--- config.mk ---
export PLATFORM = sky130hd
export DESIGN_NAME = banker_safe_fork_allocator_core
export DESIGN_NICKNAME = d
export VERILOG_FILES = /design/src/sv/bsfa_pkg.sv /design/src/sv/banker_safe_fork_allocator_core.sv
export SDC_FILE = /design/constraint.sdc
export NUM_CORES = 1
export LEC_CHECK = 0
export BUFFER_PORTS_ARGS = -buffer_cell sky130_fd_sc_hd__buf_2
export CORE_ASPECT_RATIO = 0.6
export CORE_MARGIN = 2
export CORE_UTILIZATION = 44
export CTS_CLUSTER_SIZE = 25
export DETAILED_ROUTE_END_ITERATION = 8
export PLACE_DENSITY_LB_ADDON = 0.3
export SETUP_SLACK_MARGIN = 0.2
export SYNTH_ARGS = -nofsm -noshare
export SYNTH_HDL_FRONTEND = slang
export SYNTH_SLANG_ARGS = --single-unit
--- constraint.sdc ---
create_clock -name clock -period 5.21 [get_ports clock]
set_input_delay 1.563 -clock clock [delete_from_list [all_inputs] [get_ports clock]]
set_output_delay 1.563 -clock clock [all_outputs]
set_load 0.005 [all_outputs]
--- src/sv/bsfa_pkg.sv ---
// ----------------------------------------------------------------------------
// bsfa_pkg: shared types and constants of the banker safe fork allocator
// Unit count, field widths, status and action codes, word structs and the
// ring helpers that map a client to its two units.
// ----------------------------------------------------------------------------
`default_nettype none

package bsfa_pkg;

   localparam int NUM_UNITS     = 5;
   localparam int NUM_NEED_REGS = 5;
   localparam int NUM_ROW_REGS  = (NUM_NEED_REGS < NUM_UNITS) ? NUM_NEED_REGS : NUM_UNITS;
   localparam int UNIT_IDX_W    = (NUM_UNITS > 1) ? $clog2(NUM_UNITS) : 1;
   localparam int CLIENT_W      = 3;
   localparam int CSR_INDEX_W   = 3;
   localparam int CSR_DATA_W    = 8;

   typedef enum logic [1:0] {
      STAT_GRANTED  = 2'd0,
      STAT_BUSY     = 2'd1,
      STAT_UNSAFE   = 2'd2,
      STAT_RELEASED = 2'd3
   } status_type;

   typedef enum logic {
      ACT_ACQUIRE = 1'b0,
      ACT_RELEASE = 1'b1
   } action_type;

   typedef struct packed {
      action_type          action;
      logic [CLIENT_W-1:0] client;
   } req_type;

   typedef struct packed {
      status_type          status;
      logic [CLIENT_W-1:0] first_unit;
      logic [CLIENT_W-1:0] second_unit;
   } rsp_type;

   // (p + 1) mod NUM_UNITS for any p that fits the client field
   function automatic logic [CLIENT_W-1:0] next_unit(input logic [CLIENT_W-1:0] p);
      logic [CLIENT_W:0] s;
      s = {1'b0, p} + (CLIENT_W+1)'(1);
      if (s >= (CLIENT_W+1)'(NUM_UNITS)) begin
         s = s - (CLIENT_W+1)'(NUM_UNITS);
      end
      return s[CLIENT_W-1:0];
   endfunction

   // mask of the client's own unit and the next unit around the ring
   function automatic logic [NUM_UNITS-1:0] pair_mask(input logic [CLIENT_W-1:0] p);
      logic [CLIENT_W-1:0]  nxt;
      logic [NUM_UNITS-1:0] m;
      nxt = next_unit(p);
      for (int u = 0; u < NUM_UNITS; u++) begin
         m[u] = (CLIENT_W'(u) == p) || (CLIENT_W'(u) == nxt);
      end
      return m;
   endfunction

endpackage

`default_nettype wire

--- src/sv/banker_safe_fork_allocator_core.sv ---
// ----------------------------------------------------------------------------
// banker_safe_fork_allocator_core: ring fork allocator with safety check
// Client p asks for unit p and unit (p+1) mod NUM_UNITS. A release word, a
// busy acquire or an out-of-range client answers in the cycle after it is
// taken. An acquire whose two units are free is granted tentatively, then a
// banker's safety check walks the client rows one per cycle through a single
// shared row-compare unit: up to NUM_UNITS passes of NUM_UNITS rows (25 row
// checks at five units), stopping early once every row has finished; the
// verdict then waits in the hold state until the response register is free.
// A new word is taken only while the sequencer is idle and the response
// register is empty or being drained. The need rows come from csr writes that
// the user must make while the block is idle; the block does not enforce it.
// ----------------------------------------------------------------------------
`default_nettype none

module banker_safe_fork_allocator_core (
   input  wire                               clock,
   input  wire                               reset,
   input  wire                               req_valid,
   output logic                              req_ready,
   input  wire bsfa_pkg::req_type            req_data,
   output logic                              rsp_valid,
   input  wire                               rsp_ready,
   output bsfa_pkg::rsp_type                 rsp_data,
   input  wire                               csr_we,
   input  wire [bsfa_pkg::CSR_INDEX_W-1:0]   csr_index,
   input  wire [bsfa_pkg::CSR_DATA_W-1:0]    csr_wdata
);

   typedef enum logic [2:0] {
      ST_IDLE  = 3'b001,
      ST_CHECK = 3'b010,
      ST_HOLD  = 3'b100
   } state_type;

   localparam int N  = bsfa_pkg::NUM_UNITS;
   localparam int IW = bsfa_pkg::UNIT_IDX_W;
   localparam int CW = bsfa_pkg::CLIENT_W;

   state_type state_ff, state_in;

   // allocation state
   logic [N-1:0] free_ff, free_in;
   logic [N-1:0] hold_ff [N];
   logic [N-1:0] hold_in [N];
   logic [N-1:0] need_ff [N];
   logic [N-1:0] need_in [N];

   // safety-check sequencer
   logic [N-1:0]  work_ff, work_in;
   logic [N-1:0]  done_ff, done_in;
   logic [IW-1:0] pass_ff, pass_in;
   logic [IW-1:0] row_ff, row_in;
   logic [IW-1:0] cl_ff, cl_in;
   logic [N-1:0]  want_ff, want_in;
   bsfa_pkg::status_type pend_ff, pend_in;
   logic [CW-1:0] first_ff, first_in;
   logic [CW-1:0] second_ff, second_in;

   // response register
   logic              rsp_valid_ff, rsp_valid_in;
   bsfa_pkg::rsp_type rsp_data_ff, rsp_data_in;

   logic          slot_free;
   logic          req_acc;
   logic          in_range;
   logic [N-1:0]  req_want;
   logic [N-1:0]  give;
   logic [IW-1:0] req_cl;
   logic [N-1:0]  row_held;
   logic [N-1:0]  row_lack;
   logic          row_fits;
   logic          last_step;
   logic          check_end;
   logic          all_done;
   logic [N-1:0]  held_any;

   assign slot_free = !rsp_valid_ff || rsp_ready;
   assign req_ready = (state_ff == ST_IDLE) && slot_free;
   assign req_acc   = req_valid && req_ready;
   assign rsp_valid = rsp_valid_ff;
   assign rsp_data  = rsp_data_ff;

   assign in_range = {1'b0, req_data.client} < (CW+1)'(N);
   assign req_cl   = req_data.client[IW-1:0];
   assign req_want = bsfa_pkg::pair_mask(req_data.client);
   assign give     = req_want & hold_ff[req_cl];

   // shared row-compare unit: one client row per cycle
   assign row_held  = hold_ff[row_ff];
   assign row_lack  = need_ff[row_ff] & ~row_held;
   assign row_fits  = !done_ff[row_ff] && ((row_lack & ~work_ff) == '0);
   assign last_step = (pass_ff == IW'(N-1)) && (row_ff == IW'(N-1));

   always_comb begin
      state_in     = state_ff;
      free_in      = free_ff;
      hold_in      = hold_ff;
      need_in      = need_ff;
      work_in      = work_ff;
      done_in      = done_ff;
      pass_in      = pass_ff;
      row_in       = row_ff;
      cl_in        = cl_ff;
      want_in      = want_ff;
      pend_in      = pend_ff;
      first_in     = first_ff;
      second_in    = second_ff;
      rsp_valid_in = rsp_valid_ff && !rsp_ready;
      rsp_data_in  = rsp_data_ff;
      all_done     = 1'b0;
      check_end    = 1'b0;

      // need rows past the register list keep their reset value
      for (int r = 0; r < N; r++) begin
         if (csr_we && (r < bsfa_pkg::NUM_ROW_REGS) &&
             (csr_index == bsfa_pkg::CSR_INDEX_W'(r))) begin
            need_in[r] = csr_wdata[N-1:0];
         end
      end

      case (state_ff)
         ST_IDLE: begin
            if (req_acc) begin
               rsp_data_in.first_unit  = req_data.client;
               rsp_data_in.second_unit = bsfa_pkg::next_unit(req_data.client);
               first_in  = req_data.client;
               second_in = bsfa_pkg::next_unit(req_data.client);
               if (!in_range) begin
                  rsp_valid_in       = 1'b1;
                  rsp_data_in.status = (req_data.action == bsfa_pkg::ACT_RELEASE) ?
                                       bsfa_pkg::STAT_RELEASED : bsfa_pkg::STAT_BUSY;
               end else if (req_data.action == bsfa_pkg::ACT_RELEASE) begin
                  hold_in[req_cl]    = hold_ff[req_cl] & ~give;
                  free_in            = free_ff | give;
                  rsp_valid_in       = 1'b1;
                  rsp_data_in.status = bsfa_pkg::STAT_RELEASED;
               end else if ((free_ff & req_want) != req_want) begin
                  rsp_valid_in       = 1'b1;
                  rsp_data_in.status = bsfa_pkg::STAT_BUSY;
               end else begin
                  // grant tentatively, then start the check from the new free mask
                  hold_in[req_cl] = hold_ff[req_cl] | req_want;
                  free_in         = free_ff & ~req_want;
                  work_in         = free_ff & ~req_want;
                  done_in         = '0;
                  pass_in         = '0;
                  row_in          = '0;
                  cl_in           = req_cl;
                  want_in         = req_want;
                  state_in        = ST_CHECK;
               end
            end
         end
         ST_CHECK: begin
            if (row_fits) begin
               work_in         = work_ff | row_held;
               done_in[row_ff] = 1'b1;
            end
            all_done  = (done_in == {N{1'b1}});
            check_end = last_step || all_done;
            if (row_ff == IW'(N-1)) begin
               row_in  = '0;
               pass_in = pass_ff + IW'(1);
            end else begin
               row_in  = row_ff + IW'(1);
            end
            if (check_end) begin
               if (all_done) begin
                  pend_in = bsfa_pkg::STAT_GRANTED;
               end else begin
                  // unsafe: roll the tentative grant back
                  pend_in        = bsfa_pkg::STAT_UNSAFE;
                  hold_in[cl_ff] = hold_ff[cl_ff] & ~want_ff;
                  free_in        = free_ff | want_ff;
               end
               state_in = ST_HOLD;
            end
         end
         ST_HOLD: begin
            if (slot_free) begin
               rsp_valid_in            = 1'b1;
               rsp_data_in.status      = pend_ff;
               rsp_data_in.first_unit  = first_ff;
               rsp_data_in.second_unit = second_ff;
               state_in                = ST_IDLE;
            end
         end
         default: begin
            state_in = ST_IDLE;
         end
      endcase
   end

   always_ff @(posedge clock) begin
      if (reset) begin
         state_ff     <= ST_IDLE;
         free_ff      <= {N{1'b1}};
         rsp_valid_ff <= 1'b0;
         for (int r = 0; r < N; r++) begin
            hold_ff[r] <= '0;
            need_ff[r] <= bsfa_pkg::pair_mask(CW'(r));
         end
      end else begin
         state_ff     <= state_in;
         free_ff      <= free_in;
         rsp_valid_ff <= rsp_valid_in;
         hold_ff      <= hold_in;
         need_ff      <= need_in;
      end
   end

   // sequencer payload, no reset needed
   always_ff @(posedge clock) begin
      work_ff     <= work_in;
      done_ff     <= done_in;
      pass_ff     <= pass_in;
      row_ff      <= row_in;
      cl_ff       <= cl_in;
      want_ff     <= want_in;
      pend_ff     <= pend_in;
      first_ff    <= first_in;
      second_ff   <= second_in;
      rsp_data_ff <= rsp_data_in;
   end

   always_comb begin
      held_any = '0;
      for (int r = 0; r < N; r++) begin
         held_any = held_any | hold_ff[r];
      end
   end

   // a unit is never both free and held
   a_free_held_disjoint: assert property (@(posedge clock) disable iff (reset)
      (free_ff & held_any) == '0)
      else $error("unit marked free while held");

   // only a checked acquire waits in the hold state
   a_hold_verdict: assert property (@(posedge clock) disable iff (reset)
      (state_ff == ST_HOLD) |->
      (pend_ff == bsfa_pkg::STAT_GRANTED || pend_ff == bsfa_pkg::STAT_UNSAFE))
      else $error("hold state with a non-check verdict");

   // never take a word while a response would be overwritten
   a_no_overwrite: assert property (@(posedge clock) disable iff (reset)
      req_acc |-> slot_free)
      else $error("word taken while response slot is full");

   // finished rows stay finished across the check
   a_done_grows: assert property (@(posedge clock) disable iff (reset)
      (state_ff == ST_CHECK && state_in == ST_CHECK) |=>
      ((done_ff & $past(done_ff)) == $past(done_ff)))
      else $error("finished row lost during safety check");

endmodule

`default_nettype wire

# Word level (Yosys, flattened, before mapping)

Cells that the tools add are included.

Flip-flop bits (word level): 99
Input bits: 20
Output and inout port bits: 10
Logic and storage cells: 217

Add/subtract/negate cells: 4
Magnitude comparators: 9
Equality and inequality tests: 33
Multiplexer cells: 82
Bitwise gates (word level): 22
Reductions and logical operators: 41

Operators with widths:

| kind                                                | count |
|---|---|
| 2-to-1 mux 25 bit                                   | 6 |
| 2-to-1 mux 5 bit                                    | 26 |
| bitwise mux 25 bit                                  | 3 |
| binary-select mux 5 bit (select 3 bit)              | 4 |
| one-hot mux 25 bit (2 select lines)                 | 1 |
| 2-to-1 mux 3 bit                                    | 14 |
| bitwise AND 5 bit                                   | 7 |
| demux 5 bit (select 3 bit)                          | 2 |
| one-hot mux 5 bit (2 select lines)                  | 3 |
| inverter 5 bit                                      | 5 |
| OR 5 bit                                            | 5 |
| AND reduction 6 bit                                 | 4 |
| equality test 2 x 3 -> 1 bit (first input constant) | 6 |
| inequality test 2 bit (second input constant)       | 9 |
| 2-to-1 mux 8 bit                                    | 2 |
| one-hot mux 8 bit (2 select lines)                  | 1 |
| logical AND 1 bit                                   | 13 |
| equality test 3 bit (second input constant)         | 4 |
| >= comparator 4 bit (second input constant)         | 3 |
| zero test 3 bit                                     | 4 |
| inverter 3 -> 4 bit                                 | 3 |
| one-hot mux 3 bit (2 select lines)                  | 2 |
| 2-to-1 mux 2 bit                                    | 5 |
| AND reduction 5 bit                                 | 2 |
| 30 further kinds                                    | 57 |

# Longest topological paths before layout

Depth after elaboration: 15
Depth in mapped cells: 14
Depth with buffers taken out: 12

# Worst setup path before layout

Ideal clock, no wire load.

Path type: input -> register
Start point: in req_data[1] (netlist bit)
End point: reg hold_ff[1] (netlist bit)
Library setup time: 0.119 ns
Data arrival time: 4.412 ns
Data required time: 5.091 ns
Setup slack: 0.679 ns
Stages: 12
Path buffers: 3
Cells stage by stage: buf_2 > clkinv_1 > ha_1 > clkbuf_1 > or3_1 > and2_1 > a222oi_1 > a311oi_1 > nor2_2 > clkbuf_1 > o2111ai_1 > o221a_1

Longest elaborated chain between the ends: 13
Elaborated cells on any way between the ends: 45
Those cells by class: 2 x add/sub; 4 x order compare; 11 x eq/ne; 13 x mux; 6 x bitwise; 9 x reduce/logical

RTL lines:

| item                                                                    | RTL line                               | source |
|---|---|---|
| start, declared                                                         | banker_safe_fork_allocator_core.sv:21  | `input wire bsfa_pkg::req_type req_data,` |
| adder 3 x 1 -> 4 bit                                                    | bsfa_pkg.sv:44                         | `s = {1'b0, p} + (CLIENT_W+1)'(1);` |
| >= comparator 4 x 3 -> 1 bit / subtractor 3 bit (equally long branches) | bsfa_pkg.sv:45, bsfa_pkg.sv:46         |  |
| 2-to-1 mux 3 bit                                                        | bsfa_pkg.sv:45                         | `if (s >= (CLIENT_W+1)'(NUM_UNITS)) begin` |
| equality test 1 x 3 -> 1 bit                                            | bsfa_pkg.sv:57                         | `m[u] = (CLIENT_W'(u) == p) \|\| (CLIENT_W'(u) == nxt);` |
| logical OR 1 bit                                                        | bsfa_pkg.sv:57                         |  |
| bitwise AND 5 bit                                                       | banker_safe_fork_allocator_core.sv:87  | `assign give = req_want & hold_ff[req_cl];` |
| inverter 5 bit                                                          | banker_safe_fork_allocator_core.sv:134 | `hold_in[req_cl] = hold_ff[req_cl] & ~give;` |
| bitwise AND 5 bit                                                       | banker_safe_fork_allocator_core.sv:134 |  |
| bitwise mux 25 bit                                                      | banker_safe_fork_allocator_core.sv:134 |  |
| 2-to-1 mux 25 bit                                                       | banker_safe_fork_allocator_core.sv:133 | `end else if (req_data.action == bsfa_pkg::ACT_RELEASE) begin` |
| 2-to-1 mux 25 bit                                                       | banker_safe_fork_allocator_core.sv:129 | `if (!in_range) begin` |
| 2-to-1 mux 25 bit                                                       | banker_safe_fork_allocator_core.sv:124 | `if (req_acc) begin` |
| one-hot mux 25 bit (2 select lines)                                     | banker_safe_fork_allocator_core.sv:122 | `case (state_ff)` |
| end signal, assigned                                                    | banker_safe_fork_allocator_core.sv:208 | `hold_ff <= hold_in;` |
| end, declared                                                           | banker_safe_fork_allocator_core.sv:44  | `logic [N-1:0] hold_ff [N];` |

Parallel ways exist; a longest one is shown, timed or not. The select of a mux whose other input is x is not followed.
A chain may end at the register's enable or synchronous reset.

# Worst setup path in the final report

Start point: in req_data[0] (netlist bit)
End point: reg hold_ff[19] (netlist bit)

Longest elaborated chain between the ends: 13
Elaborated cells on any way between the ends: 45
Those cells by class: 2 x add/sub; 4 x order compare; 11 x eq/ne; 13 x mux; 6 x bitwise; 9 x reduce/logical

RTL lines:

| item                                                                    | RTL line |
|---|---|
| adder 3 x 1 -> 4 bit                                                    | bsfa_pkg.sv:44 |
| >= comparator 4 x 3 -> 1 bit / subtractor 3 bit (equally long branches) | bsfa_pkg.sv:45, bsfa_pkg.sv:46 |
| 2-to-1 mux 3 bit                                                        | bsfa_pkg.sv:45 |
| equality test 3 bit                                                     | bsfa_pkg.sv:57 |
| logical OR 1 bit                                                        | bsfa_pkg.sv:57 |
| bitwise AND 5 bit                                                       | banker_safe_fork_allocator_core.sv:87 |
| inverter 5 bit                                                          | banker_safe_fork_allocator_core.sv:134 |
| bitwise AND 5 bit                                                       | banker_safe_fork_allocator_core.sv:134 |
| bitwise mux 25 bit                                                      | banker_safe_fork_allocator_core.sv:134 |
| 2-to-1 mux 25 bit                                                       | banker_safe_fork_allocator_core.sv:133 |
| 2-to-1 mux 25 bit                                                       | banker_safe_fork_allocator_core.sv:129 |
| 2-to-1 mux 25 bit                                                       | banker_safe_fork_allocator_core.sv:124 |
| one-hot mux 25 bit (2 select lines)                                     | banker_safe_fork_allocator_core.sv:122 |

Parallel ways exist; a longest one is shown, timed or not. The select of a mux whose other input is x is not followed.

==> flow_summary.json <==
{
  "ys_types": 80,
  "run_status": "complete, no violations",
  "pwr-share-comb_pct": 25.1,
  "routed-via-count": 5329,
  "wire_per_inst_um": 22.5,
  "period_share_pct": 89.3,
  "ir_drop_mv": 0.184,
  "cts_buffers": 9,
  "cts_tree": "yes",
  "antenna_found_initial": 0,
  "timing_hold_violations_final": 0,
  "syn_area_per_cell_sq_um": 9.28,
  "worst_clock_skew_ns": 0.00979,
  "ys_seq_elements": 98,
  "seq_area_frac_synth_pct": 40.3,
  "relSlewSlack_pct": 26.5,
  "power_density_nw_per_um2": 348,
  "fmax_mhz": 215,
  "crit_fanout": 8,
  "hold_buffers": 0,
  "ys.warnings.count": 0,
  "cts_resized": 0,
  "grt_pass1_wl_um": 28700,
  "drt_wl_total_um": 18700,
  "core_sq_um": 13000,
  "rr_startpoint": "row_ff[1]$_SDFFCE_PP0P_",
  "max_cap_viol_count": 0,
  "cp-end-kind": "flop",
  "crit_slowest_cell": "mux2_1",
  "critPathLaunchType": "input port",
  "initial_core_util_pct": 45.7,
  "hold_path.class": "flop to flop",
  "gp_congestion": 0.982,
  "tightest_slew_ns": 1.09,
  "grt_pass1_vias": 4946,
  "vias_per_cell": 6.41,
  "place_inst": 816,
  "io_buffers": 26,
  "holdCritStartpoint": "need_ff[23]$_SDFFE_PP0P_",
  "tns_ns": 0,
  "internal_power_mw": 1.51,
  "slew_violations": 0,
  "dp_hpwl_um": 13600,
  "clock-sinks": 98,
  "diodes": 0,
  "dr.pass1.iters": 6,
  "rsz0062_at_grt": "no",
  "fp.dieH_um": 94.0,
  "synth_ff_type": "dfxtp_1",
  "cp-startpoint": "req_data[0]",
  "grt_overflow": 0,
  "syn_area_sq_um": 5940,
  "p_leak_nw": 2.42,
  "drc": 0,
  "synthCells": 640,
  "syn-num-nets": 670,
  "post_cts_buffers": 0,
  "seqPwrFrac_pct": 43.8,
  "layout-drive-gt1-share_pct": 14.8,
  "crit_type": "input port to flop",
  "switching_power_mw": 0.772,
  "synth_edf_count": 43,
  "cts.htree.levels": 3,
  "stdcell_count": 832,
  "clock_latency_ns": 0.35,
  "crit_required_ns": 5.44,
  "n_fill_cell": 1212,
  "pin_count": 30,
  "grt_usage_pct": 26.3,
  "finalSetupViolations": 0,
  "worstPathArrival_ns": 4.89,
  "num_rows": 32,
  "die_width_um": 154,
  "period_needed_ns": 4.65,
  "grt_max_degree": 50,
  "synthToLayoutAreaGrowth_pct": 10.2,
  "cts.path.max_buffers": 2,
  "path_clk_slew_ns": 0.07,
  "nets": 687,
  "cp_cell_sequence": "buf_2, ha_1, ha_1, o21a_1, or3_1, and2_1, a222oi_1, a311oi_1, buf_4, nor2_2, o2111ai_2, mux2_1",
  "drt-initial-drc-count": 600,
  "swShare_pct": 33.8,
  "ant_nets": 0,
  "async_flop_share_pct": 0,
  "cts-root-buf": "clkbuf_16",
  "clkPwrFrac_pct": 31.1,
  "cp_common_cell": "ha_1",
  "die_area_sq_um": 14500,
  "crit_path_max_incr_delay_ns": 0.39
}
## cells by family (layout without fill, tap and decap cells)
logic type / after synthesis / in the layout / synth area share [%]
AOI/OAI and AO/OA: 187 / 187 / 22.6
xor gates and xnor gates: 3 / 3 / 0.442
and+or+nand+nor: 223 / 223 / 19.4
DFF: 98 / 98 / 40.3
buffers and inverters: 61 / 83 / 4.70
muxes: 58 / 58 / 10.5
adders and majority gates: 10 / 10 / 2.11
## layout make-up
type	count	area [sq um]	area share (%)
Timing Repair Buffer	47	288	4.40
Sequential cell	98	2390	36.6
Clock inverter	7	81.3	1.24
Inverter	20	75.1	1.15
Multi-Input combinational cell	481	3270	50.0
Tap cell	170	213	3.25
Clock buffer	9	225	3.44
## state kept, by name, summed over array words and instances, names as in the netlist
name       cells
rsp_valid      1
hold_ff       25
first_ff       3
row_ff         3
cl_ff          3
rsp_data       8
need_ff       25
done_ff        5
second_ff      3
state_ff       3
free_ff        5
pend_ff        1
work_ff        5
pass_ff        3
want_ff        5
## power groups by stage
stage / Sequential, mW / Combinational (mW) / Clock (mW)
finish: 0.998 / 0.573 / 0.709
global route: 1.01 / 0.624 / 0.741
CTS: 0.994 / 0.560 / 0.713
detailed placement: 1.01 / 0.559 / 0
global placement: 1.01 / 0.541 / 0
floorplan: 0.963 / 0.410 / 0
## worst paths after layout
path,to,slack [ns],cells after the start
max reg2reg,hold_ff[5]$_SDFFE_PP0P_,1.04,11
min reg2reg,need_ff[23]$_SDFFE_PP0P_,0.46,2
max,hold_ff[19]$_SDFFE_PP0P_,0.56,12
min,need_ff[23]$_SDFFE_PP0P_,0.46,2
## routing by layer
metal / track usage, % / wire length (um) / vias up
li1: - / - / 2460
met1: 39.7 / 9050 / 2591
met2: 37.6 / 7590 / 257
met3: 6.60 / 1890 / 21
met4: 5.30 / 190 / 0
met5: 0 / 0 / -
## cells in the mapped netlist, drive strengths merged, types with 14 or more instances
cell type	count	area, sq um
edfxtp	43	1290
clkbuf	22	82.6
a22oi	34	255
buf	19	121
a211oi	16	120
a21oi	40	204
nor3	17	101
mux2i	43	430
o21ai	18	93.8
nor2b	14	87.6
nand3	20	100
a31oi	16	100
inv	18	67.6
dfxtp	55	1100
nand2	49	184
nor2	62	235
## critical path: cells and delay by family
family | cells | cell delay [ns]
AO/OA/AOI/OAI | 4 | 1.05
AND/OR/NAND/NOR | 3 | 0.94
adder cells (fa/ha/maj) | 2 | 0.60
multiplexers | 1 | 0.39
buffers and inverters | 2 | 0.32
## metrics by stage
step | worst slack, ns | total power, mW | hold WS, ns | util, % | area [sq um]
after CTS | 0.621 | 2.27 | 0.461 | 50.3 | 6540
after global routing | 0.412 | 2.37 | 0.484 | 50.3 | 6540
after floorplan | 0.679 | 1.37 | 0.432 | - | 5940
after global placement | 0.336 | 1.55 | 0.443 | 47.9 | 6240
final | 0.557 | 2.28 | 0.460 | 50.3 | 6540
after detailed placement | 0.258 | 1.57 | 0.450 | 47.9 | 6240
## layout by cell type, fill, tap and decap left out, drive strengths merged, types with 17 or more instances in the layout
cell type	netlist	routed
a21oi	40	40
a22oi	34	34
buf	19	47
dfxtp	55	55
edfxtp	43	43
inv	18	22
mux2i	43	43
nand2	49	49
nand3	20	20
nor2	62	62
nor3	17	17
o21ai	18	18
Power figures use the tool's default switching activity.
